### config.mk
export PLATFORM = sky130hd
export DESIGN_NAME = trhc_cfg_regs_flat
export DESIGN_NICKNAME = d
export VERILOG_FILES = /design/src/trhc_pkg.sv /design/src/trhc_if.sv /design/src/trhc_cfg_regs.sv /design/src/flat_wrapper.sv
export SDC_FILE = /design/constraint.sdc
export NUM_CORES = 1
export LEC_CHECK = 0
export BUFFER_PORTS_ARGS = -buffer_cell sky130_fd_sc_hd__buf_4
export CAP_MARGIN = 20
export CORE_ASPECT_RATIO = 0.75
export CORE_MARGIN = 2
export CORE_UTILIZATION = 55
export DETAILED_ROUTE_END_ITERATION = 10
export PLACE_DENSITY = 0.85
export SYNTH_ARGS = -nofsm -noshare
export SYNTH_HDL_FRONTEND = slang
export SYNTH_SLANG_ARGS = --single-unit
### constraint.sdc
create_clock -name clk -period 3.6 [get_ports clk]
set_input_delay 0.72 -clock clk [delete_from_list [all_inputs] [get_ports clk]]
set_output_delay 0.72 -clock clk [all_outputs]
set_load 0.05 [all_outputs]
### src/trhc_pkg.sv
`timescale 1ns / 1ps
// ----------------------------------------------------------------------------
// Tilt reference heading corrector package
// Widths, constants, register indexes, pipeline payload types and the small
// arithmetic helpers that the stages of the corrector share.
// ----------------------------------------------------------------------------
package trhc_pkg;

  localparam int AngleW    = 16;   // angle fields, 1/128 degree
  localparam int FracW     = 16;   // fraction bits of the filter accumulators
  localparam int FiltW     = 32;   // filter accumulator
  localparam int TimeW     = 32;   // microsecond accumulators
  localparam int IntervalW = 20;
  localparam int GainW     = 17;
  localparam int MsW       = 16;
  localparam int LimW      = 15;
  localparam int MagW      = 17;   // magnitude of an angle, up to 32768
  localparam int DecW      = 17;   // decay step per sample
  localparam int ProdW     = 36;   // decay rate times interval
  localparam int CfgIdxW   = 4;
  localparam int CfgDataW  = 17;

  localparam logic [GainW-1:0] GainOne = 17'h10000;
  localparam logic [TimeW-1:0] UsPerMs = 32'd1000;

  localparam int MinEffectiveOutput = 64;
  localparam int LearnImproveEps    = 6;

  // floor(x / 1000000) = floor((x >> 6) / 15625); the second step is a
  // multiplication by a rounded-up reciprocal, exact for x >> 6 below 2^30.
  localparam int DecayShift      = 6;
  localparam int RecipW          = 31;
  localparam int DecayRecipShift = 44;
  localparam logic [RecipW-1:0] DecayRecip = 31'd1125899907;

  typedef enum logic [1:0] {
    MODE_UNINIT = 2'd0,
    MODE_LEARN  = 2'd1,
    MODE_TRACK  = 2'd2
  } mode_t;

  typedef enum logic [CfgIdxW-1:0] {
    REG_WARMUP_TIME    = 4'd0,
    REG_HOLD_TIME      = 4'd1,
    REG_PITCH_GAIN     = 4'd2,
    REG_ROLL_GAIN      = 4'd3,
    REG_DECAY_RATE     = 4'd4,
    REG_DROP_THRESHOLD = 4'd5,
    REG_DEAD_BAND      = 4'd6,
    REG_OUTPUT_LIMIT   = 4'd7
  } cfg_idx_t;

  typedef struct packed {
    logic [MsW-1:0]   warmup_time_ms;
    logic [MsW-1:0]   hold_time_ms;
    logic [GainW-1:0] pitch_filter_gain;
    logic [GainW-1:0] roll_filter_gain;
    logic [MsW-1:0]   best_decay_rate;
    logic [LimW-1:0]  drop_threshold;
    logic [LimW-1:0]  roll_dead_band;
    logic [LimW-1:0]  output_limit;
  } cfg_t;

  typedef struct packed {
    logic                     enable;
    logic [IntervalW-1:0]     interval_us;
    logic signed [AngleW-1:0] roll_angle;
    logic signed [AngleW-1:0] pitch_angle;
  } sample_t;

  // Filter stage to decay stage.
  typedef struct packed {
    logic                    enable;
    logic                    clear;
    logic                    window_ready;
    logic [IntervalW-1:0]    interval_us;
    logic [ProdW-1:0]        decay_product;
    logic signed [FiltW-1:0] pitch_filtered;
    logic signed [FiltW-1:0] roll_filtered;
  } filt_t;

  // Decay stage to mode stage.
  typedef struct packed {
    logic                     enable;
    logic                     clear;
    logic                     window_ready;
    logic [IntervalW-1:0]     interval_us;
    logic [DecW-1:0]          decay;
    logic signed [AngleW-1:0] pitch_angle;
    logic signed [AngleW-1:0] roll_angle;
  } tilt_t;

  function automatic logic [TimeW-1:0] sat_add(input logic [TimeW-1:0] a,
                                               input logic [IntervalW-1:0] b);
    logic [TimeW:0] s;
    s = {1'b0, a} + {{(TimeW-IntervalW+1){1'b0}}, b};
    return s[TimeW] ? {TimeW{1'b1}} : s[TimeW-1:0];
  endfunction

  function automatic logic [TimeW-1:0] ms_to_us(input logic [MsW-1:0] ms);
    return TimeW'(ms) * UsPerMs;
  endfunction

  // Round half up of an accumulator back to angle units.
  function automatic logic signed [AngleW-1:0] angle_of(input logic signed [FiltW-1:0] f);
    logic signed [FiltW:0] t;
    t = {f[FiltW-1], f} + (FiltW+1)'(33'sd32768);
    return t[FracW+AngleW-1:FracW];
  endfunction

endpackage

### src/trhc_if.sv


interface trhc_cfg_if;
  logic                             valid;
  logic                             ready;
  logic [trhc_pkg::CfgIdxW-1:0]     index;
  logic [trhc_pkg::CfgDataW-1:0]    data;

  modport source(output valid, index, data, input ready);
  modport sink(input valid, index, data, output ready);
endinterface

### src/trhc_cfg_regs.sv
`timescale 1ns / 1ps
// ----------------------------------------------------------------------------
// Configuration registers
// Holds the eight tuning registers; writes beyond the list are dropped.
// ----------------------------------------------------------------------------
module trhc_cfg_regs (
  input  logic             clk,
  input  logic             rst,
  trhc_cfg_if.sink         cfg,
  output trhc_pkg::cfg_t   regs
);

  assign cfg.ready = 1'b1;

  always_ff @(posedge clk) begin
    if (rst) begin
      regs.warmup_time_ms    <= 16'd500;
      regs.hold_time_ms      <= 16'd200;
      regs.pitch_filter_gain <= 17'd16384;
      regs.roll_filter_gain  <= 17'd16384;
      regs.best_decay_rate   <= 16'd0;
      regs.drop_threshold    <= 15'd128;
      regs.roll_dead_band    <= 15'd64;
      regs.output_limit      <= 15'd1280;
    end else if (cfg.valid) begin
      case (trhc_pkg::cfg_idx_t'(cfg.index))
        trhc_pkg::REG_WARMUP_TIME:    regs.warmup_time_ms    <= cfg.data[trhc_pkg::MsW-1:0];
        trhc_pkg::REG_HOLD_TIME:      regs.hold_time_ms      <= cfg.data[trhc_pkg::MsW-1:0];
        trhc_pkg::REG_PITCH_GAIN:     regs.pitch_filter_gain <= cfg.data;
        trhc_pkg::REG_ROLL_GAIN:      regs.roll_filter_gain  <= cfg.data;
        trhc_pkg::REG_DECAY_RATE:     regs.best_decay_rate   <= cfg.data[trhc_pkg::MsW-1:0];
        trhc_pkg::REG_DROP_THRESHOLD: regs.drop_threshold    <= cfg.data[trhc_pkg::LimW-1:0];
        trhc_pkg::REG_DEAD_BAND:      regs.roll_dead_band    <= cfg.data[trhc_pkg::LimW-1:0];
        trhc_pkg::REG_OUTPUT_LIMIT:   regs.output_limit      <= cfg.data[trhc_pkg::LimW-1:0];
        default: begin
        end
      endcase
    end
  end

endmodule

### src/flat_wrapper.sv
// flat-port wrapper written by rule: the top's interface ports become plain ports
module trhc_cfg_regs_flat 
  (clk, rst, regs, cfg_valid, cfg_index, cfg_data, cfg_ready);
  trhc_cfg_if cfg_i ();
  input  logic clk;
  input  logic rst;
  output trhc_pkg::cfg_t regs;
  input wire logic [$bits(cfg_i.valid)-1:0] cfg_valid;
  input wire logic [$bits(cfg_i.index)-1:0] cfg_index;
  input wire logic [$bits(cfg_i.data)-1:0] cfg_data;
  output wire logic [$bits(cfg_i.ready)-1:0] cfg_ready;
  assign cfg_i.valid = cfg_valid;
  assign cfg_i.index = cfg_index;
  assign cfg_i.data = cfg_data;
  assign cfg_ready = cfg_i.ready;
  trhc_cfg_regs u_core (.clk(clk), .rst(rst), .cfg(cfg_i), .regs(regs));
endmodule
==> out/results.txt <==
status: finished, final reports clean
post-synthesis cell area: 5010 um^2
reg2reg end: u_core.regs[98]
Pwr per Cell Area: 490 nW/um^2
number of buffers created by CTS: 17
Worst Path Max Fanout: 17
top cells by area, synth: dfxtp_1 (51%), mux2i_1 (25%), nand2b_1 (16%)
register bit total from synthesis: 127
biggest registers after layout: u_core.regs x127
WS Path Type: in2reg
core area: 8930 um^2
Critical Path RT: 3.92 ns
delay-heaviest family, CP: simple AND/OR/NAND/NOR gates
# nets final: 619
Post CTS Setup Buffer Count: 0
max_cap viols: 0
CTS tree: yes
R2R setup slack: 2.80 ns
worst-margin pin slew: 0.999 ns
die width: 114 um
final WL: 12400 um
final antenna-violating net count: 0
Max Freq: 542 MHz
Post-DP Area: 6100 um^2
CP cell instances: buf_4 -> or4_1 -> mux2i_1
CTS Buffer Depth: 2
Mapped Cells: 461
min Tclk post-route: 1.85 ns
Worst EP arrival: 2.17 ns
initial antenna violation count: 0
Reg2Reg Depth: 2
fraction of registers with async set or reset after synthesis: 0
largest net degree at the start of global routing: 87
Port Buffer Count: 150
slowest stage cell, crit path: or4_1
Critical path buffers and inverters: 1
I/O pin count: 152
worst skew pair latency: 0.40 ns
most instantiated cells after synthesis: nand2b_1 (130), dfxtp_1 (127), mux2i_1 (126), nor2_1 (24), clkbuf_1 (20)
Lkg Pwr: 3.41 nW
Setup violations, final: 0
largest register by flop count: u_core.regs
gr usage total: 0.259
Hold Path End: u_core.regs[65]
number of synthesized flops with an enable pin: 0
hold path startpoint: u_core.regs[65]
number of DRC markers in iteration 0: 218
RSZ-0062 raised after global routing: no
CTS HTree Levels: 4
gr ovfl total: 0
row count: 30
max-slew violation count: 0
most numerous cell in the Yosys netlist: nand2b_1
hold path cells: 2
clock sink count: 127
met3 wire length: 1050 um
VDD IR max: 312 uV
Worst-path clk slew: 0.05 ns
Synth Warn #: 0
Residual DRC: 0
post-CTS sizing: 0
Top FF cell, synth: dfxtp_1
Detailed Place HPWL: 8640 um
met2 wire length: 5600 um
CTS root buf: clkbuf_16
routed len/inst: 17.3 um
Pre-antenna DRT Iters: 4
register area share after synthesis: 0.508
synth unique cells: 24
Tcrit/Tclk final: 0.513
setup TNS: 0 ns
synthesis-to-layout area growth: 32.9%
CP endpoint kind: flip-flop
M1 WL: 5590 um
post-synth top area share: 0.508
gp weighted congestion: 0.757
net count after synthesis: 485
CP max stage delay: 0.98 ns
max FFs per register: 127
Initial Utilization: 0.561
via count: 3685
area leader, netlist: dfxtp_1
worst reg2reg path startpoint: u_core.regs[98]
Hold WC Path Type: reg2reg
Chip Height: 86.6 um
Post-Layout Inst Area: 6660 um^2
Hold-fix buffers, CTS: 0
relative max-transition margin: 0.334
Worst setup SP type: input pin
DR top layer: met4
clock skew: 0 ns
Final Hold Viols: 0
layout cell share with drive strength beyond 1: 0.304
antenna cells: 0
Die Area: 9890 um^2
Syn Area/Cell: 10.9 um^2
routed vias/inst: 5.13
first-pass GRT wire length: 19400 um
vias in the first global route: 3689
layer usage:
layer  GRT usage  vias to the layer above
met5           0                        -
met4      0.0965                        0
met3      0.0923                       18
met2       0.399                      122
met1       0.335                     1765
li1            -                     1780
worst reg2reg max path, stage by stage, from the launching register on:
cell and delay (ns):
dfxtp_1 0.30, a21boi_1 0.12, a211o_1 0.27
how the worst max path moves through the flow:
stage | start | endpoint | slack (ns) | cells past startpoint
after global routing | rst | u_core.regs[16] | 1.67 | 4
after global placement | cfg_index[0] | u_core.regs[88] | 1.39 | 3
final | cfg_index[0] | u_core.regs[85] | 1.75 | 3
after floorplan | cfg_index[0] | u_core.regs[87] | 1.82 | 4
after CTS | cfg_index[0] | u_core.regs[85] | 1.75 | 3
after detailed placement | cfg_index[0] | u_core.regs[85] | 1.35 | 3
layout make-up:
| cell class | count | area, um^2 |
|---|---|---|
| Clock buffer | 23 | 498 |
| Fill cell | 635 | 2280 |
| Multi-Input combinational cell | 297 | 2270 |
| Tap cell | 112 | 140 |
| Clock inverter | 7 | 60.1 |
| Timing Repair Buffer | 152 | 1140 |
| Sequential cell | 127 | 2540 |
placed cells by master (no fill, tap or decap):
master / count
nor3b_2: 1
clkbuf_1: 1
and2_1: 1
nor2_1: 24
dfxtp_1: 127
or3_1: 1
buf_4: 152
clkinv_2: 6
a211o_1: 1
and3b_1: 1
or4_1: 1
nand3_1: 1
nand2b_1: 130
conb_1: 1
mux2i_1: 126
nand2_1: 4
or2_1: 1
clkbuf_16: 17
bufinv_16: 1
nor2b_1: 1
nand2_2: 1
a21boi_1: 1
clkbuf_8: 5
nor3_2: 1
metrics by stage:
| step | hold WS (ns) | power, mW | instances | setup slack (ns) | utilization |
|---|---|---|---|---|---|
| 6_report | 0.476 | 3.26 | 718 | 1.75 | 0.745 |
| 3_5_place_dp | 0.468 | 1.70 | 688 | 1.35 | 0.683 |
| 4_1_cts | 0.479 | 3.28 | 718 | 1.75 | 0.745 |
| 3_3_place_gp | 0.460 | 1.70 | 688 | 1.39 | 0.683 |
| 5_1_grt | 0.493 | 3.37 | 718 | 1.67 | 0.745 |
| 2_1_floorplan | 0.693 | 1.63 | 461 | 1.82 | - |
power by group:
part	internal, mW	total (mW)	switching [mW]	leakage, nW
sequential	1.43	1.44	0.0110	1.03
combinational	0.0860	0.237	0.151	2.10
clock	1.02	1.59	0.567	0.284
kinds of logic (layout without fill, tap and decap cells):
family,Yosys count,after routing,synth area share
AOI/OAI and AO/OA,2,2,0.00325
buffers and inverters,37,182,0.0390
DFF,127,127,0.508
muxes,126,126,0.252
other,1,1,0.000749
and+or+nand+nor,168,168,0.197
Note: power is estimated with default switching activity, not from simulation.
