### src/trhc_pkg.sv
`timescale 1ns / 1ps
// ----------------------------------------------------------------------------
// Tilt reference heading corrector package
// Widths, constants, register indexes, pipeline payload types and the small
// arithmetic helpers that the stages of the corrector share.
// ----------------------------------------------------------------------------
package trhc_pkg;

  localparam int AngleW    = 16;   // angle fields, 1/128 degree
  localparam int FracW     = 16;   // fraction bits of the filter accumulators
  localparam int FiltW     = 32;   // filter accumulator
  localparam int TimeW     = 32;   // microsecond accumulators
  localparam int IntervalW = 20;
  localparam int GainW     = 17;
  localparam int MsW       = 16;
  localparam int LimW      = 15;
  localparam int MagW      = 17;   // magnitude of an angle, up to 32768
  localparam int DecW      = 17;   // decay step per sample
  localparam int ProdW     = 36;   // decay rate times interval
  localparam int CfgIdxW   = 4;
  localparam int CfgDataW  = 17;

  localparam logic [GainW-1:0] GainOne = 17'h10000;
  localparam logic [TimeW-1:0] UsPerMs = 32'd1000;

  localparam int MinEffectiveOutput = 64;
  localparam int LearnImproveEps    = 6;

  // floor(x / 1000000) = floor((x >> 6) / 15625); the second step is a
  // multiplication by a rounded-up reciprocal, exact for x >> 6 below 2^30.
  localparam int DecayShift      = 6;
  localparam int RecipW          = 31;
  localparam int DecayRecipShift = 44;
  localparam logic [RecipW-1:0] DecayRecip = 31'd1125899907;

  typedef enum logic [1:0] {
    MODE_UNINIT = 2'd0,
    MODE_LEARN  = 2'd1,
    MODE_TRACK  = 2'd2
  } mode_t;

  typedef enum logic [CfgIdxW-1:0] {
    REG_WARMUP_TIME    = 4'd0,
    REG_HOLD_TIME      = 4'd1,
    REG_PITCH_GAIN     = 4'd2,
    REG_ROLL_GAIN      = 4'd3,
    REG_DECAY_RATE     = 4'd4,
    REG_DROP_THRESHOLD = 4'd5,
    REG_DEAD_BAND      = 4'd6,
    REG_OUTPUT_LIMIT   = 4'd7
  } cfg_idx_t;

  typedef struct packed {
    logic [MsW-1:0]   warmup_time_ms;
    logic [MsW-1:0]   hold_time_ms;
    logic [GainW-1:0] pitch_filter_gain;
    logic [GainW-1:0] roll_filter_gain;
    logic [MsW-1:0]   best_decay_rate;
    logic [LimW-1:0]  drop_threshold;
    logic [LimW-1:0]  roll_dead_band;
    logic [LimW-1:0]  output_limit;
  } cfg_t;

  typedef struct packed {
    logic                     enable;
    logic [IntervalW-1:0]     interval_us;
    logic signed [AngleW-1:0] roll_angle;
    logic signed [AngleW-1:0] pitch_angle;
  } sample_t;

  // Filter stage to decay stage.
  typedef struct packed {
    logic                    enable;
    logic                    clear;
    logic                    window_ready;
    logic [IntervalW-1:0]    interval_us;
    logic [ProdW-1:0]        decay_product;
    logic signed [FiltW-1:0] pitch_filtered;
    logic signed [FiltW-1:0] roll_filtered;
  } filt_t;

  // Decay stage to mode stage.
  typedef struct packed {
    logic                     enable;
    logic                     clear;
    logic                     window_ready;
    logic [IntervalW-1:0]     interval_us;
    logic [DecW-1:0]          decay;
    logic signed [AngleW-1:0] pitch_angle;
    logic signed [AngleW-1:0] roll_angle;
  } tilt_t;

  function automatic logic [TimeW-1:0] sat_add(input logic [TimeW-1:0] a,
                                               input logic [IntervalW-1:0] b);
    logic [TimeW:0] s;
    s = {1'b0, a} + {{(TimeW-IntervalW+1){1'b0}}, b};
    return s[TimeW] ? {TimeW{1'b1}} : s[TimeW-1:0];
  endfunction

  function automatic logic [TimeW-1:0] ms_to_us(input logic [MsW-1:0] ms);
    return TimeW'(ms) * UsPerMs;
  endfunction

  // Round half up of an accumulator back to angle units.
  function automatic logic signed [AngleW-1:0] angle_of(input logic signed [FiltW-1:0] f);
    logic signed [FiltW:0] t;
    t = {f[FiltW-1], f} + (FiltW+1)'(33'sd32768);
    return t[FracW+AngleW-1:FracW];
  endfunction

endpackage

### src/trhc_if.sv
`timescale 1ns / 1ps
// ----------------------------------------------------------------------------
// Tilt reference heading corrector channels
// Valid/ready channels for samples, results and register writes.
// ----------------------------------------------------------------------------
interface trhc_sample_if;
  logic                                valid;
  logic                                ready;
  logic signed [trhc_pkg::AngleW-1:0]  pitch_angle;
  logic signed [trhc_pkg::AngleW-1:0]  roll_angle;
  logic [trhc_pkg::IntervalW-1:0]      interval_us;
  logic                                enable;

  modport source(output valid, pitch_angle, roll_angle, interval_us, enable, input ready);
  modport sink(input valid, pitch_angle, roll_angle, interval_us, enable, output ready);
endinterface


### src/trhc_filter_stage.sv
`timescale 1ns / 1ps
// ----------------------------------------------------------------------------
// Filter stage
// Input register, enable tracking, pitch and roll low-pass filters, the
// stable window counters and the raw decay product.
// ----------------------------------------------------------------------------
module trhc_filter_stage (
  input  logic             clk,
  input  logic             rst,
  trhc_sample_if.sink      sample,
  input  trhc_pkg::cfg_t   regs,
  output logic             filt_valid,
  output trhc_pkg::filt_t  filt,
  input  logic             filt_ready
);

  function automatic logic signed [trhc_pkg::FiltW-1:0] iir_update(
      input logic signed [trhc_pkg::FiltW-1:0]  f,
      input logic signed [trhc_pkg::AngleW-1:0] s,
      input logic [trhc_pkg::GainW-1:0]         gain);
    logic signed [trhc_pkg::FiltW:0]                 target;
    logic signed [trhc_pkg::FiltW:0]                 diff;
    logic signed [trhc_pkg::FiltW+trhc_pkg::GainW:0] prod;
    logic signed [trhc_pkg::FiltW+trhc_pkg::GainW:0] step;
    target = {s[trhc_pkg::AngleW-1], s, {trhc_pkg::FracW{1'b0}}};
    if (gain >= trhc_pkg::GainOne) begin
      return target[trhc_pkg::FiltW-1:0];
    end
    diff = target - {f[trhc_pkg::FiltW-1], f};
    prod = $signed({1'b0, gain[trhc_pkg::GainW-2:0]}) * diff;
    step = prod >>> trhc_pkg::FracW;
    return f + step[trhc_pkg::FiltW-1:0];
  endfunction

  logic                                 held_valid;
  trhc_pkg::sample_t                    held;
  logic                                 advance;

  logic                                 enabled_flag;
  logic                                 filters_seeded;
  logic signed [trhc_pkg::FiltW-1:0]    pitch_filtered;
  logic signed [trhc_pkg::FiltW-1:0]    roll_filtered;
  logic [trhc_pkg::TimeW-1:0]           stable_time_us;
  logic [1:0]                           stable_samples;

  logic                                 clear;
  logic                                 seeded_next;
  logic signed [trhc_pkg::FiltW-1:0]    pitch_filtered_next;
  logic signed [trhc_pkg::FiltW-1:0]    roll_filtered_next;
  logic [trhc_pkg::TimeW-1:0]           stable_time_next;
  logic [1:0]                           stable_samples_next;
  logic                                 window_ready;

  assign advance      = held_valid && (!filt_valid || filt_ready);
  assign sample.ready = !held_valid || advance;

  always_comb begin
    clear               = held.enable != enabled_flag;
    seeded_next         = filters_seeded && !clear;
    pitch_filtered_next = clear ? '0 : pitch_filtered;
    roll_filtered_next  = clear ? '0 : roll_filtered;
    stable_time_next    = clear ? '0 : stable_time_us;
    stable_samples_next = clear ? 2'd0 : stable_samples;
    if (held.enable) begin
      // After an enable change the filters are unseeded, so the seed path
      // never sees the stale accumulators.
      pitch_filtered_next = iir_update(pitch_filtered, held.pitch_angle,
                                       seeded_next ? regs.pitch_filter_gain
                                                   : trhc_pkg::GainOne);
      roll_filtered_next  = iir_update(roll_filtered, held.roll_angle,
                                       seeded_next ? regs.roll_filter_gain
                                                   : trhc_pkg::GainOne);
      seeded_next         = 1'b1;
      stable_time_next    = trhc_pkg::sat_add(stable_time_next, held.interval_us);
      stable_samples_next = (stable_samples_next == 2'd2) ? 2'd2 : stable_samples_next + 2'd1;
    end
    window_ready = (stable_samples_next == 2'd2) &&
                   (stable_time_next >= trhc_pkg::ms_to_us(regs.warmup_time_ms));
  end

  always_ff @(posedge clk) begin
    if (rst) begin
      held_valid     <= 1'b0;
      filt_valid     <= 1'b0;
      enabled_flag   <= 1'b0;
      filters_seeded <= 1'b0;
      pitch_filtered <= '0;
      roll_filtered  <= '0;
      stable_time_us <= '0;
      stable_samples <= 2'd0;
    end else begin
      if (sample.valid && sample.ready) begin
        held_valid <= 1'b1;
      end else if (advance) begin
        held_valid <= 1'b0;
      end
      if (advance) begin
        filt_valid     <= 1'b1;
        enabled_flag   <= held.enable;
        filters_seeded <= seeded_next;
        pitch_filtered <= pitch_filtered_next;
        roll_filtered  <= roll_filtered_next;
        stable_time_us <= stable_time_next;
        stable_samples <= stable_samples_next;
      end else if (filt_ready) begin
        filt_valid <= 1'b0;
      end
    end
  end

  always_ff @(posedge clk) begin
    if (sample.valid && sample.ready) begin
      held.enable      <= sample.enable;
      held.interval_us <= sample.interval_us;
      held.roll_angle  <= sample.roll_angle;
      held.pitch_angle <= sample.pitch_angle;
    end
    if (advance) begin
      filt.enable         <= held.enable;
      filt.clear          <= clear;
      filt.window_ready   <= window_ready;
      filt.interval_us    <= held.interval_us;
      filt.decay_product  <= trhc_pkg::ProdW'(regs.best_decay_rate) *
                             trhc_pkg::ProdW'(held.interval_us);
      filt.pitch_filtered <= pitch_filtered_next;
      filt.roll_filtered  <= roll_filtered_next;
    end
  end

endmodule

### src/flat_wrapper.sv
// flat-port wrapper written by rule: the top's interface ports become plain ports
module trhc_filter_stage_flat 
  (clk, rst, regs, filt_valid, filt, filt_ready, sample_valid, sample_pitch_angle, sample_roll_angle, sample_interval_us, sample_enable, sample_ready);
  trhc_sample_if sample_i ();
  input  logic clk;
  input  logic rst;
  input  trhc_pkg::cfg_t regs;
  output logic filt_valid;
  output trhc_pkg::filt_t filt;
  input  logic filt_ready;
  input wire logic [$bits(sample_i.valid)-1:0] sample_valid;
  input wire logic [$bits(sample_i.pitch_angle)-1:0] sample_pitch_angle;
  input wire logic [$bits(sample_i.roll_angle)-1:0] sample_roll_angle;
  input wire logic [$bits(sample_i.interval_us)-1:0] sample_interval_us;
  input wire logic [$bits(sample_i.enable)-1:0] sample_enable;
  output wire logic [$bits(sample_i.ready)-1:0] sample_ready;
  assign sample_i.valid = sample_valid;
  assign sample_i.pitch_angle = sample_pitch_angle;
  assign sample_i.roll_angle = sample_roll_angle;
  assign sample_i.interval_us = sample_interval_us;
  assign sample_i.enable = sample_enable;
  assign sample_ready = sample_i.ready;
  trhc_filter_stage u_core (.clk(clk), .rst(rst), .sample(sample_i), .regs(regs), .filt_valid(filt_valid), .filt(filt), .filt_ready(filt_ready));
endmodule
### config.mk
export PLATFORM = sky130hd
export DESIGN_NAME = trhc_filter_stage_flat
export DESIGN_NICKNAME = d
export VERILOG_FILES = /design/src/trhc_pkg.sv /design/src/trhc_if.sv /design/src/trhc_filter_stage.sv /design/src/flat_wrapper.sv
export SDC_FILE = /design/constraint.sdc
export NUM_CORES = 2
export LEC_CHECK = 0
export ABC_AREA = 1
export BUFFER_PORTS_ARGS = -buffer_cell sky130_fd_sc_hd__buf_2
export CORE_MARGIN = 3
export CORE_UTILIZATION = 65
export CTS_BUF_LIST = sky130_fd_sc_hd__clkbuf_4
export CTS_CLUSTER_SIZE = 28
export DETAILED_ROUTE_END_ITERATION = 6
export PLACE_DENSITY_LB_ADDON = 0.3
export SYNTH_ARGS = -nofsm -noshare
export SYNTH_HDL_FRONTEND = slang
export SYNTH_SLANG_ARGS = --single-unit
### constraint.sdc
create_clock -name clk -period 11.7 [get_ports clk]
set_clock_uncertainty 0.15 [all_clocks]
set_input_delay 0.585 -clock clk [delete_from_list [all_inputs] [get_ports clk]]
set_output_delay 0.585 -clock clk [all_outputs]
set_load 0.02 [all_outputs]
==> flow_summary.ini <==
[status]
status = completed

[die]
die_h_um = 327
start_util = 0.656
die_area_um2 = 107000
coreArea_um2 = 102000
rows = 117
die_w_um = 327
ios = 309

[power]
ir_worst_vdd_mv = 0.422
powerDensity_nw_per_um2 = 143
power_leakage_nw = 38.2
total_power_mw = 10.2

[sta]
relSlewSlack = 0.133
period_needed_ns = 11.02
final_max_slew_viol_count = 0
finalSetupTns_ns = 0
worstMarginPinSlew_ns = 1.30
hold_viol_final = 0
min_period_over_period = 0.942
whs_ns = 0.154
rsz0062_at_grt = no
fmax_ghz = 0.0907
finalSetupViolations = 0

[critical_path]
worstPathMaxFanout = 15
cp-start-kind = register
arrival_ns = 11.51
critical-path-slowest-cell = fa_1
required_ns = 12.19
slowest_delay_ns = 0.57
r2r_slack_ns = 0.68
crit_top_cell = nand2_1
crit_type = reg -> reg
endpoint_kind = register

[routing]
wirelength_um = 204000
via_count = 57900
drc = 0
wl_per_cell_um = 20.3
postRouteAntennaNets = 0
dr.first_iter.drc_count = 5740
vias_per_cell = 5.76
dr.pass1.iters = 7

[yosys]
synthCells = 8390
synth_top_family_by_area = adder cells
yosys_register_bits = 278
synthTopCellsByArea = fa_1, inv_1, ha_1
synth-seq-area-share = 0.109
syn_avg_cell_area_um2 = 7.98
muxShareOfSynthArea = 0
synth_area_um2 = 66900
synthFlopType = edfxtp_1
yosysTopAreaCellShare = 0.384
synthArstFlopShare = 0
yosys.area_share.adder = 0.484
yosys_warnings = 0
synth-edff-count = 176
synthXorXnorAreaFrac = 0.0259
yosys.area.top_type = fa_1
synth_cell_type_count = 61
synth-simple-area-share = 0.169
syn_nets = 10400
synth_compound_area_frac = 0.0772

[global_routing]
gr-total-overflow = 0
grt_max_degree = 124
grt_pass1_wl_um = 323000
grt_usage = 0.390
antenna_found_initial = 10
grt_pass1_vias = 60500

[finish]
ff_latch_area_um2 = 7330
syn_to_final_growth_pct = 6.49
multi_input_area_um2 = 50600
utilization = 0.698
layout.nets = 10600
final_cells = 10100
drive_gt1_frac = 0.0678
n_fill_cell = 8273

[place]
dp_cells = 9837
gp_congestion = 0.999
io_buffers = 247
dp_hpwl_um = 163000

[clock_tree]
cts_sinks = 278
cts_buffer_depth = 3
cts.htree.levels = 3
clk_pin_slew_worst_paths_ns = 0.07
cts_tree = done
cts_root_buffer = clkbuf_4
cts_setup_buffers = 0
cts_buffers = 80
clk_latency_ns = 0.94
cts_resized = 0

[run]
maxCapViolations = 0

[hold_path]
hold_class = in -> reg
==> stage by stage <==
stage | setup WS [ns] | area [um2]
2_1_floorplan | 2.55 | 66900
3_3_place_gp | 1.07 | 69600
3_5_place_dp | 1.01 | 69600
4_1_cts | 0.919 | 71200
5_1_grt | 0.0290 | 71300
6_report | 0.677 | 71300
==> cell type report <==
cell class,count,share of cell area
inverters,2142,0.113
repair buffers,398,0.0353
flip-flops and latches,278,0.103
diodes,8,0.000281
multi-input cells,5709,0.710
clock inverters,38,0.00286
clock buffers,109,0.0115
well taps,1368,0.0240
==> repair_timing <==
action | in CTS | in global routing
endpoints found under the hold margin | 70 | 0
hold buffers | 58 | 0
setup endpoints to repair | 0 | 0
==> cell usage after synthesis, types with 3 or more instances <==
library cell  instances
dfxtp_1             102
and3_1                8
nand3b_1             13
a32oi_1               5
clkbuf_1            242
a21o_1               35
edfxtp_1            176
o221a_2               3
o22ai_1              21
a21boi_0              8
or2_2                84
fa_1               1285
nand2_1            1554
nand3_1             270
nand2_2               6
xor2_1              118
o221ai_1              4
o211ai_1             29
o21ai_1               4
buf_1                 8
nor4_1               19
nor3_1               41
o21bai_1             22
o31ai_1               7
ha_1                532
inv_1              2112
a211oi_1              8
clkinv_1             21
o21ai_0             309
a221oi_1              5
buf_2                11
nor2_1              729
a21oi_1             399
xnor2_1              75
o32ai_1               3
o21a_1               13
a31oi_1              35
nand4_1              33
inv_2                 9
==> metal layers <==
metal / wire length [um] / global-route usage / share of wire
met1: 74700 / 0.497 / 0.37
met2: 91200 / 0.608 / 0.45
met3: 25900 / 0.120 / 0.13
met4: 12300 / 0.191 / 0.060
met5: 57 / 0 / 0.00028
==> critical path, delay by kind of cell, from the launching register on <==
| family | cells | cell delay (ns) |
|---|---|---|
| adder cells (fa/ha/maj) | 9 | 4.02 |
| AND/OR/NAND/NOR | 20 | 3.04 |
| AO/OA/AOI/OAI | 8 | 1.47 |
| buffers and inverters | 9 | 1.24 |
| flip-flops | 1 | 0.41 |
| XOR/XNOR | 2 | 0.40 |
==> final timing paths <==
| path | cells past startpoint | to | from |
|---|---|---|---|
| worst max-delay path | 48 | u_core.filt[63]$_DFFE_PP_ | u_core.pitch_filtered[0]$_SDFFE_PP0P_ |
| worst min-delay path | 3 | u_core.filt[64]$_DFFE_PP_ | regs[45] |
| worst max register to register | 48 | u_core.filt[63]$_DFFE_PP_ | u_core.pitch_filtered[0]$_SDFFE_PP0P_ |
| worst min register to register | 2 | u_core.stable_time_us[30]$_SDFFE_PP0P_ | u_core.stable_time_us[30]$_SDFFE_PP0P_ |
==> cells in the final DEF (no fill, tap or decap), types with 41 or more instances in the layout <==
cell	count
dlygate4sd3_1	58
xor2_1	115
dfxtp_1	102
nand3_1	270
edfxtp_1	176
or2_2	84
buf_2	246
nor3_1	41
buf_4	94
fa_1	1285
clkinv_1	49
nor2_1	725
clkbuf_4	109
a21oi_1	399
o21ai_0	309
xnor2_1	73
ha_1	532
inv_1	2109
nand2_1	1553
==> power by group <==
part	leakage [nW]	switching, mW	internal (mW)
logic	35.1	5.10	2.66
registers	2.52	0.0765	1.38
clock network	0.596	0.516	0.446
==> state kept, by name, summed over array words and instances (netlist names) <==
name	count
u_core.filt	123
u_core.held	53
u_core.pitch_filtered	32
u_core.roll_filtered	32
u_core.stable_time_us	32
u_core.stable_samples	2
u_core.enabled_flag	1
u_core.filt_valid	1
u_core.filters_seeded	1
u_core.held_valid	1
==> cells by family (layout without fill, tap and decap cells) <==
family / Yosys count / in the layout
buf+inv: 2403 / 2687
fa+ha+maj: 1817 / 1817
flops: 278 / 278
other cells: 0 / 8
compound gates: 925 / 925
simple gates: 2772 / 2772
xor+xnor: 195 / 195
No activity file was read; power rests on OpenSTA's default activity.
