`config.mk`:
```
export PLATFORM = sky130hd
export DESIGN_NAME = trhc_decay_stage
export DESIGN_NICKNAME = d
export VERILOG_FILES = /design/src/trhc_pkg.sv /design/src/trhc_decay_stage.sv
export SDC_FILE = /design/constraint.sdc
export NUM_CORES = 1
export LEC_CHECK = 0
export ABC_AREA = 1
export BUFFER_PORTS_ARGS = -buffer_cell sky130_fd_sc_hd__buf_4
export CORE_ASPECT_RATIO = 0.9
export CORE_MARGIN = 1
export CORE_UTILIZATION = 45
export CTS_CLUSTER_DIAMETER = 60
export CTS_CLUSTER_SIZE = 10
export DETAILED_ROUTE_END_ITERATION = 8
export GPL_TIMING_DRIVEN = 0
export PLACE_DENSITY = 0.66
export SYNTH_ARGS = -nofsm -noshare
export SYNTH_HDL_FRONTEND = slang
export SYNTH_SLANG_ARGS = --single-unit
```
`constraint.sdc`:
```
create_clock -name clk -period 10.15 [get_ports clk]
set_input_delay 2.03 -clock clk [delete_from_list [all_inputs] [get_ports clk]]
set_output_delay 2.03 -clock clk [all_outputs]
set_load 0.02 [all_outputs]
```
`src/trhc_pkg.sv`:
```
`timescale 1ns / 1ps
// ----------------------------------------------------------------------------
// Tilt reference heading corrector package
// Widths, constants, register indexes, pipeline payload types and the small
// arithmetic helpers that the stages of the corrector share.
// ----------------------------------------------------------------------------
package trhc_pkg;

  localparam int AngleW    = 16;   // angle fields, 1/128 degree
  localparam int FracW     = 16;   // fraction bits of the filter accumulators
  localparam int FiltW     = 32;   // filter accumulator
  localparam int TimeW     = 32;   // microsecond accumulators
  localparam int IntervalW = 20;
  localparam int GainW     = 17;
  localparam int MsW       = 16;
  localparam int LimW      = 15;
  localparam int MagW      = 17;   // magnitude of an angle, up to 32768
  localparam int DecW      = 17;   // decay step per sample
  localparam int ProdW     = 36;   // decay rate times interval
  localparam int CfgIdxW   = 4;
  localparam int CfgDataW  = 17;

  localparam logic [GainW-1:0] GainOne = 17'h10000;
  localparam logic [TimeW-1:0] UsPerMs = 32'd1000;

  localparam int MinEffectiveOutput = 64;
  localparam int LearnImproveEps    = 6;

  // floor(x / 1000000) = floor((x >> 6) / 15625); the second step is a
  // multiplication by a rounded-up reciprocal, exact for x >> 6 below 2^30.
  localparam int DecayShift      = 6;
  localparam int RecipW          = 31;
  localparam int DecayRecipShift = 44;
  localparam logic [RecipW-1:0] DecayRecip = 31'd1125899907;

  typedef enum logic [1:0] {
    MODE_UNINIT = 2'd0,
    MODE_LEARN  = 2'd1,
    MODE_TRACK  = 2'd2
  } mode_t;

  typedef enum logic [CfgIdxW-1:0] {
    REG_WARMUP_TIME    = 4'd0,
    REG_HOLD_TIME      = 4'd1,
    REG_PITCH_GAIN     = 4'd2,
    REG_ROLL_GAIN      = 4'd3,
    REG_DECAY_RATE     = 4'd4,
    REG_DROP_THRESHOLD = 4'd5,
    REG_DEAD_BAND      = 4'd6,
    REG_OUTPUT_LIMIT   = 4'd7
  } cfg_idx_t;

  typedef struct packed {
    logic [MsW-1:0]   warmup_time_ms;
    logic [MsW-1:0]   hold_time_ms;
    logic [GainW-1:0] pitch_filter_gain;
    logic [GainW-1:0] roll_filter_gain;
    logic [MsW-1:0]   best_decay_rate;
    logic [LimW-1:0]  drop_threshold;
    logic [LimW-1:0]  roll_dead_band;
    logic [LimW-1:0]  output_limit;
  } cfg_t;

  typedef struct packed {
    logic                     enable;
    logic [IntervalW-1:0]     interval_us;
    logic signed [AngleW-1:0] roll_angle;
    logic signed [AngleW-1:0] pitch_angle;
  } sample_t;

  // Filter stage to decay stage.
  typedef struct packed {
    logic                    enable;
    logic                    clear;
    logic                    window_ready;
    logic [IntervalW-1:0]    interval_us;
    logic [ProdW-1:0]        decay_product;
    logic signed [FiltW-1:0] pitch_filtered;
    logic signed [FiltW-1:0] roll_filtered;
  } filt_t;

  // Decay stage to mode stage.
  typedef struct packed {
    logic                     enable;
    logic                     clear;
    logic                     window_ready;
    logic [IntervalW-1:0]     interval_us;
    logic [DecW-1:0]          decay;
    logic signed [AngleW-1:0] pitch_angle;
    logic signed [AngleW-1:0] roll_angle;
  } tilt_t;

  function automatic logic [TimeW-1:0] sat_add(input logic [TimeW-1:0] a,
                                               input logic [IntervalW-1:0] b);
    logic [TimeW:0] s;
    s = {1'b0, a} + {{(TimeW-IntervalW+1){1'b0}}, b};
    return s[TimeW] ? {TimeW{1'b1}} : s[TimeW-1:0];
  endfunction

  function automatic logic [TimeW-1:0] ms_to_us(input logic [MsW-1:0] ms);
    return TimeW'(ms) * UsPerMs;
  endfunction

  // Round half up of an accumulator back to angle units.
  function automatic logic signed [AngleW-1:0] angle_of(input logic signed [FiltW-1:0] f);
    logic signed [FiltW:0] t;
    t = {f[FiltW-1], f} + (FiltW+1)'(33'sd32768);
    return t[FracW+AngleW-1:FracW];
  endfunction

endpackage

```
`src/trhc_decay_stage.sv`:
```
`timescale 1ns / 1ps
// ----------------------------------------------------------------------------
// Decay stage
// Rounds the filter accumulators back to angles and turns the decay product
// into whole angle units per sample.
// ----------------------------------------------------------------------------
module trhc_decay_stage (
  input  logic             clk,
  input  logic             rst,
  input  logic             filt_valid,
  input  trhc_pkg::filt_t  filt,
  output logic             filt_ready,
  output logic             tilt_valid,
  output trhc_pkg::tilt_t  tilt,
  input  logic             tilt_ready
);

  localparam int ScaledW = trhc_pkg::ProdW - trhc_pkg::DecayShift;
  localparam int QuotW   = ScaledW + trhc_pkg::RecipW;

  logic                 advance;
  logic [ScaledW-1:0]   scaled;
  logic [QuotW-1:0]     quot_full;

  assign filt_ready = !tilt_valid || tilt_ready;
  assign advance    = filt_valid && filt_ready;

  assign scaled    = filt.decay_product[trhc_pkg::ProdW-1:trhc_pkg::DecayShift];
  assign quot_full = QuotW'(scaled) * QuotW'(trhc_pkg::DecayRecip);

  always_ff @(posedge clk) begin
    if (rst) begin
      tilt_valid <= 1'b0;
    end else if (advance) begin
      tilt_valid <= 1'b1;
    end else if (tilt_ready) begin
      tilt_valid <= 1'b0;
    end
  end

  always_ff @(posedge clk) begin
    if (advance) begin
      tilt.enable       <= filt.enable;
      tilt.clear        <= filt.clear;
      tilt.window_ready <= filt.window_ready;
      tilt.interval_us  <= filt.interval_us;
      tilt.decay        <= quot_full[trhc_pkg::DecayRecipShift +: trhc_pkg::DecW];
      tilt.pitch_angle  <= trhc_pkg::angle_of(filt.pitch_filtered);
      tilt.roll_angle   <= trhc_pkg::angle_of(filt.roll_filtered);
    end
  end

endmodule

```
==> flow_summary.ini, run 1 <==
[critical_path]
r2r_end = tilt[5]$_DFFE_PP_
path_class = in -> reg
end_kind = flop
crit_family = adder cells
r2r-start = tilt_valid$_SDFFE_PP0P_
cpMaxStageDelayCell = fa_1
ff2ff_path_depth = 3
path_buf_inv = 7
path_max_fanout = 6
worstSetupStartpointType = input pin
r2r_slack_ns = 8.34
crit_arrival_ns = 8.46
cp.required_ns = 10.24
path_common_cell = fa_1
slowest_delay_ns = 0.62

[floorplanning]
die_y_um = 195
io_pins = 201
core_um2 = 40600
die_area_um2 = 42100
die_x_um = 216
rows = 70
start_util_pct = 45.7

[global_route]
grt_overflow_total = 0
antenna_found_initial = 0
grt_pass1_vias = 14958
grt_pass1_wl_mm = 79.4
grt_max_degree = 31
grt_usage_pct = 24.6

[run]
max_cap_viol_count = 0

[routing]
via_per_inst = 4.85
first_pass_iters = 6
drc = 0
drt-total-wl_mm = 49.3
drt_iter0_drc = 870
vias = 14066
ant_nets = 0
wl_per_cell_um = 17.0

[finish]
multi_input_area_um2 = 13800
final-seq-area_um2 = 2180
antennaDiodeCount = 0
nets = 3125
fillers = 3929
layout-drive-gt1-share_pct = 9.57
area_growth_pct = 12.2
layout_commonest_cell = inv_1
final_cell_mix = inv_1 (701), nand2_1 (447), ha_1 (331)

[min_path]
worstHoldEndpoint = tilt_valid$_SDFFE_PP0P_
worstHoldPathType = reg -> reg
min_from = tilt_valid$_SDFFE_PP0P_
whs_path_depth = 2

[clock_tree]
cts_root_buf = clkbuf_16
cts.repair.resized = 0
cts.clk_slew.worst_paths_ns = 0.06
clkLatencyLatePin_ns = 0.33
cts_tree = yes
ctsHtreeMaxLevel = 3
clockBufferDepth = 2
hold_buffers = 0
clock_sinks = 73
postCtsSetupBuffers = 0
cts-buffers-inserted = 9

[place]
hpwl_mm = 45.6
gp_congestion = 0.996
io_buffers = 164

[logic_synthesis]
synthesis.nets = 2948
synth.distinct_cells = 33
syn_area_um2 = 18600
syn_inst = 2180
syn_avg_cell_area_um2 = 8.52
ys.warnings.count = 0
ys_seq_area_share_pct = 11.8
ys_ff_latch = 73

[sta]
max_freq_ghz = 0.119
relSlewSlack_pct = 48.0
tns_ns = 0
worst_pin_slew_ns = 0.778
grt_setup_unrepaired = false
finalClockSkew_ns = 0.00449
fin_crit_sh_pct = 82.5
fin_crit_ns = 8.38
hold_viol_final = 0
maxSlewViolCount = 0
setup_viol = 0

[status]
outcome = finished clean
[cell usage after synthesis (all sizes together)]
library cell / instances / share of area [%]
a21boi: 1 / 0.040
a21o: 1 / 0.040
a21oi: 38 / 1.0
and2: 2 / 0.067
and3: 1 / 0.034
dfxtp: 1 / 0.11
edfxtp: 72 / 12
fa: 310 / 33
ha: 331 / 22
inv: 702 / 14
nand2: 454 / 9.3
nand3: 55 / 1.6
nand3b: 3 / 0.12
nand4: 14 / 0.51
nor2: 124 / 2.8
nor3: 19 / 0.62
nor3b: 2 / 0.11
nor4: 2 / 0.10
o21ai: 9 / 0.24
o21bai: 7 / 0.28
or2: 5 / 0.17
xnor2: 8 / 0.38
xor2: 19 / 0.90
[how the worst max path moves through the flow]
stage / startpoint / to / cells after the start
after floorplan: filt[73] / tilt[45]$_DFFE_PP_ / 25
after CTS: filt[79] / tilt[48]$_DFFE_PP_ / 25
after detailed placement: filt[79] / tilt[48]$_DFFE_PP_ / 25
after global routing: filt[79] / tilt[48]$_DFFE_PP_ / 25
final: filt[79] / tilt[48]$_DFFE_PP_ / 25
after global placement: filt[79] / tilt[48]$_DFFE_PP_ / 25
[registers in the layout, indices dropped and copies added (netlist names)]
name        flops
tilt           72
tilt_valid      1
[per-stage QoR]
stage	worst slack, ns	utilization [%]	hold WS, ns	area (µm²)	cells
floorplan	2.40	-	0.705	18600	2180
global placement	1.59	50.4	0.481	20500	2884
detailed placement	1.49	50.5	0.532	20500	2886
CTS	1.85	51.2	0.541	20800	2902
global route	1.54	51.2	0.611	20800	2902
finish	1.77	51.2	0.548	20800	2902
[cell type report]
cell class | count | area share, %
sequential | 73 | 10.5
multi-input combinational | 1405 | 66.1
timing repair buffer | 166 | 6.14
clock inverter | 7 | 0.336
inverter | 702 | 12.7
tap | 540 | 3.24
clock buffer | 9 | 1.08
[routing by layer]
layer,GRT usage (%),share of wire (%)
met4,5.40,2.4
met1,34.7,45
met5,0,0
met3,4.05,7.0
met2,39.7,45
[kinds of logic after synthesis]
logic type               Yosys count  synth area share (%)
buffers and inverters            702                  14.2
AND/OR/NAND/NOR                  681                  15.4
adder cells (fa/ha/maj)          641                  55.7
flip-flops                        73                  11.8
AO/OA/AOI/OAI                     56                  1.63
XOR/XNOR                          27                  1.27
[worst register-to-register path: stages (launching register included)]
cell and delay [ns]:
dfxtp_1 0.35, a21oi_4 0.64, buf_16 0.27, buf_12 0.23
Power of run 1 is left out: the tool's default activity adds up to more than one toggle a clock period on the data nets, which glitch-free logic cannot reach.
==> run 2, diff against run 1 <==
Settings changed: PLACE_DENSITY 0.66 to 0.68.
Clock period 10.15 ns to 7.2 ns, I/O delays scaled along.
==> run 2 against run 1 <==
Against the previous run: clock skew fell by 0.0020 ns; die area did not move; final cell count rose by 0.45%; critical path depth rose by 3; largest cell class unchanged; critical path type unchanged.
==> flow_summary.ini, run 2 (synthesis gave the netlist of run 1 again) <==
[status]
outcome = finished clean

[sta]
hold_viol_final = 0
fin_crit_ns = 7.10
setup_ws_ns = 0.103
tns_ns = 0
max_freq_ghz = 0.141
fin_crit_sh_pct = 98.6
finalClockSkew_ns = 0.00252
setup_viol = 0
relSlewSlack_pct = 34.3
maxSlewViolCount = 0
worst_pin_slew_ns = 0.984
grt_setup_unrepaired = true

[finish]
regMostFlops = tilt
largestRegisters = tilt (72), tilt_valid (1)
layout_commonest_cell = inv_1
largest_reg_flops = 72
final_cell_mix = inv_1 (673), nand2_1 (390), ha_1 (311)
utilization_pct = 53.4
design_area_um2 = 21700
antennaDiodeCount = 0
nets = 3140
area_growth_pct = 16.8
layout-drive-gt1-share_pct = 17.0

[routing]
drt_iter0_drc = 829
first_pass_iters = 7
wl_per_cell_um = 17.7
vias = 14273
drc = 0
drt-total-wl_mm = 51.6
via_per_inst = 4.90
ant_nets = 0

[critical_path]
ff2ff_path_depth = 3
end_kind = flop
path_buf_inv = 10
path_max_fanout = 5
r2r-start = tilt_valid$_SDFFE_PP0P_
cp.required_ns = 7.28
path_class = in -> reg
crit_family = adder cells
crit_arrival_ns = 7.17
slowest_delay_ns = 0.57
r2r_end = tilt[11]$_DFFE_PP_
worstSetupStartpointType = input pin
r2r_slack_ns = 5.26
cpMaxStageDelayCell = fa_1
path_common_cell = fa_1

[floorplanning]
start_util_pct = 45.7
rows = 70
die_y_um = 195
io_pins = 201
core_um2 = 40600
die_area_um2 = 42100
die_x_um = 216

[global_route]
grt_pass1_wl_mm = 81.2
grt_max_degree = 30
grt_usage_pct = 25.3
grt_overflow_total = 0
antenna_found_initial = 2
grt_pass1_vias = 15227

[place]
gp_congestion = 1.02
io_buffers = 164
post_dp_cell_area_um2 = 20500
hpwl_mm = 46.7
pre_cts_ws_ns = -0.773

[min_path]
min_from = tilt_valid$_SDFFE_PP0P_
worstHoldPathType = reg -> reg
whs_path_depth = 2
worstHoldEndpoint = tilt_valid$_SDFFE_PP0P_

[clock_tree]
clock_sinks = 73
clkLatencyLatePin_ns = 0.32
cts-buffers-inserted = 9
cts.clk_slew.worst_paths_ns = 0.05
ctsHtreeMaxLevel = 3
clockBufferDepth = 2
cts_root_buf = clkbuf_16
cts_tree = yes

[run]
max_cap_viol_count = 0
==> run 2: cell type report <==
cell class / count / area (µm²)
sequential: 73 / 2180
multi-input combinational: 1405 / 14500
inverter: 702 / 2640
clock inverter: 1 / 5.00
fill: 3801 / 18900
tap: 540 / 676
timing repair buffer: 181 / 1460
clock buffer: 13 / 240
==> run 2: worst min-delay path: stages, from the launching register on <==
cell     delay, ns
dfxtp_1       0.35
nand2_1       0.11
a21oi_1       0.06
==> run 2: per-stage QoR <==
| step | hold slack, ns | instances |
|---|---|---|
| final | 0.566 | 2915 |
| after global routing | 0.571 | 2915 |
| after CTS | 0.557 | 2903 |
| after detailed placement | 0.546 | 2886 |
| after global placement | 0.482 | 2884 |
| after floorplan | 0.705 | 2180 |
==> run 2: how the worst max path moves through the flow <==
stage                         from                 end  slack, ns  depth (start not counted)
after floorplan           filt[73]  tilt[45]$_DFFE_PP_       0.04                         25
after global placement    filt[73]  tilt[42]$_DFFE_PP_      -0.74                         25
after detailed placement  filt[79]  tilt[32]$_DFFE_PP_      -0.77                         25
after CTS                 filt[76]  tilt[41]$_DFFE_PP_      0.003                         24
after global routing      filt[75]  tilt[44]$_DFFE_PP_      -0.08                         24
final                     filt[75]  tilt[42]$_DFFE_PP_       0.10                         28
==> run 2: per-layer routing <==
metal | vias up | GRT usage (%) | routed length (µm)
met3 | 67 | 4.88 | 3330
met4 | 4 | 4.85 | 1070
met5 | - | 0 | 27
met2 | 353 | 41.2 | 24000
met1 | 7019 | 35.3 | 23200
li1 | 6830 | - | -
==> run 2: timing repair <==
action,CTS,global route
gates resized for setup,52,170
pin swaps,17,99
buffers inserted,3,12
endpoints found under the setup margin,17,17
hold buffers,0,0
hold endpoints to repair,0,0
Power of run 2 is left out for the same reason.
==> run 3, diff against run 2 <==
Settings changed: CTS_BUF_LIST set to sky130_fd_sc_hd__clkbuf_4 sky130_fd_sc_hd__clkbuf_8.
==> run 3 against run 2 <==
Against the previous run: via count is 0.17% higher; count of clock-buffer cells in the layout stayed put; register-to-register slack is essentially flat; flip-flop and latch count unchanged; clock skew is 0.0032 ns higher; critical path depth down 5; core utilization shrank 0.43 points.
==> flow_summary.ini, run 3 (synthesis gave the netlist of run 1 again) <==
[routing]
via_per_inst = 4.90
drt_iter0_drc = 888
wl_per_cell_um = 17.7
ant_nets = 0
vias = 14297
first_pass_iters = 5
drt-total-wl_mm = 51.6
drc = 0

[sta]
setup_viol = 0
maxSlewViolCount = 0
max_freq_ghz = 0.142
grt_setup_unrepaired = true
hold_viol_final = 0
relSlewSlack_pct = 33.9
tns_ns = 0
finalClockSkew_ns = 0.00577
setup_ws_ns = 0.143
fin_crit_sh_pct = 98.0
worst_pin_slew_ns = 0.990
fin_crit_ns = 7.06

[global_route]
met1_usage_pct = 35.3
grt-busiest-layer = met2
grt_usage_pct = 25.3
grt_pass1_vias = 15192
grt_pass1_wl_mm = 81.0
antenna_found_initial = 2
grt_overflow_total = 0
grt_use_met3_pct = 4.76
met2_usage_pct = 41.1
grt_max_degree = 30

[clock_tree]
clockBufferDepth = 2
cts_tree = yes
cts.clk_slew.worst_paths_ns = 0.07
clkLatencyLatePin_ns = 0.34
cts-buffers-inserted = 9
ctsHtreeMaxLevel = 3
hold_buffers = 0
cts_root_buf = clkbuf_8
clock_sinks = 73

[critical_path]
ff2ff_path_depth = 3
r2r_slack_ns = 5.25
r2r_end = tilt[11]$_DFFE_PP_
worstSetupStartpointType = input pin
end_kind = flop
r2r-start = tilt_valid$_SDFFE_PP0P_
cp.required_ns = 7.27
path_max_fanout = 7
crit_arrival_ns = 7.13
path_class = in -> reg

[finish]
utilization_pct = 52.9
final_cell_mix = inv_1 (676), nand2_1 (397), ha_1 (313)
regMostFlops = tilt
antennaDiodeCount = 0
nets = 3142
fillers = 3832
layout-drive-gt1-share_pct = 16.5
largest_reg_flops = 72
final_cells = 2917
final-seq-area_um2 = 2180
largestRegisters = tilt (72), tilt_valid (1)
area_growth_pct = 15.9
multi_input_area_um2 = 14400
layout_commonest_cell = inv_1

[min_path]
worstHoldPathType = reg -> reg
worstHoldEndpoint = tilt_valid$_SDFFE_PP0P_
whs_path_depth = 2
min_from = tilt_valid$_SDFFE_PP0P_

[run]
max_cap_viol_count = 0

[floorplanning]
die_x_um = 216
rows = 70
die_y_um = 195
die_area_um2 = 42100
core_um2 = 40600
start_util_pct = 45.7
io_pins = 201

[place]
gp_congestion = 1.02
io_buffers = 164
dpl.cell_count = 2886
hpwl_mm = 46.7
pre_cts_ws_ns = -0.773

[status]
outcome = finished clean
==> run 3: cell types whose count changed in the layout (fill, tap and decap cells not counted), moves of 6 or more <==
cell,change
nand2_1,+7
clkbuf_8,+9
nand2_2,-6
clkbuf_16,-9
==> run 3: worst max-delay path, cell delays in order <==
cell,delay [ns]
buf_4,0.18
ha_1,0.44
inv_1,0.10
fa_1,0.44
fa_1,0.53
inv_1,0.08
fa_1,0.49
fa_1,0.59
fa_1,0.46
fa_1,0.50
inv_1,0.07
fa_1,0.47
inv_1,0.06
ha_4,0.29
nand2_2,0.08
inv_1,0.07
nand2_1,0.10
nor3_4,0.21
nand2_1,0.08
nor2_1,0.08
o21ai_0,0.11
nand4_1,0.12
nand2_1,0.11
==> run 3: final cells by class <==
type / instances / area share, %
multi-input combinational: 1405 / 66.9
inverter: 702 / 12.3
sequential: 73 / 10.1
timing repair buffer: 183 / 6.78
tap: 540 / 3.14
clock buffer: 13 / 0.715
clock inverter: 1 / 0.0233
==> run 3: metrics by stage <==
| step | area [µm²] | hold WS [ns] |
|---|---|---|
| floorplan | 18600 | 0.705 |
| global placement | 20500 | 0.482 |
| detailed placement | 20500 | 0.546 |
| CTS | 20900 | 0.560 |
| global route | 21500 | 0.574 |
| finish | 21500 | 0.559 |
==> run 3: how the worst max path moves through the flow <==
stage,start,end,cells past startpoint
6_report,filt[85],tilt[35]$_DFFE_PP_,23
2_1_floorplan,filt[73],tilt[45]$_DFFE_PP_,25
3_5_place_dp,filt[79],tilt[32]$_DFFE_PP_,25
5_1_grt,filt[79],tilt[44]$_DFFE_PP_,22
3_3_place_gp,filt[73],tilt[42]$_DFFE_PP_,25
4_1_cts,filt[81],tilt[47]$_DFFE_PP_,23
==> run 3: per-layer routing <==
metal	up-vias	share of wire [%]	wire (µm)
met5	-	0.052	27
met4	4	2.0	1040
met3	71	7.0	3590
met2	373	46	24000
met1	7027	44	22900
li1	6822	-	-
==> run 3: timing repair <==
| item | CTS | global route |
|---|---|---|
| hold endpoints to repair | 0 | 0 |
| gates resized for setup | 44 | 151 |
| setup endpoints to repair | 17 | 17 |
| setup buffers | 3 | 14 |
| pin swaps | 17 | 83 |
Power of run 3 is left out for the same reason.
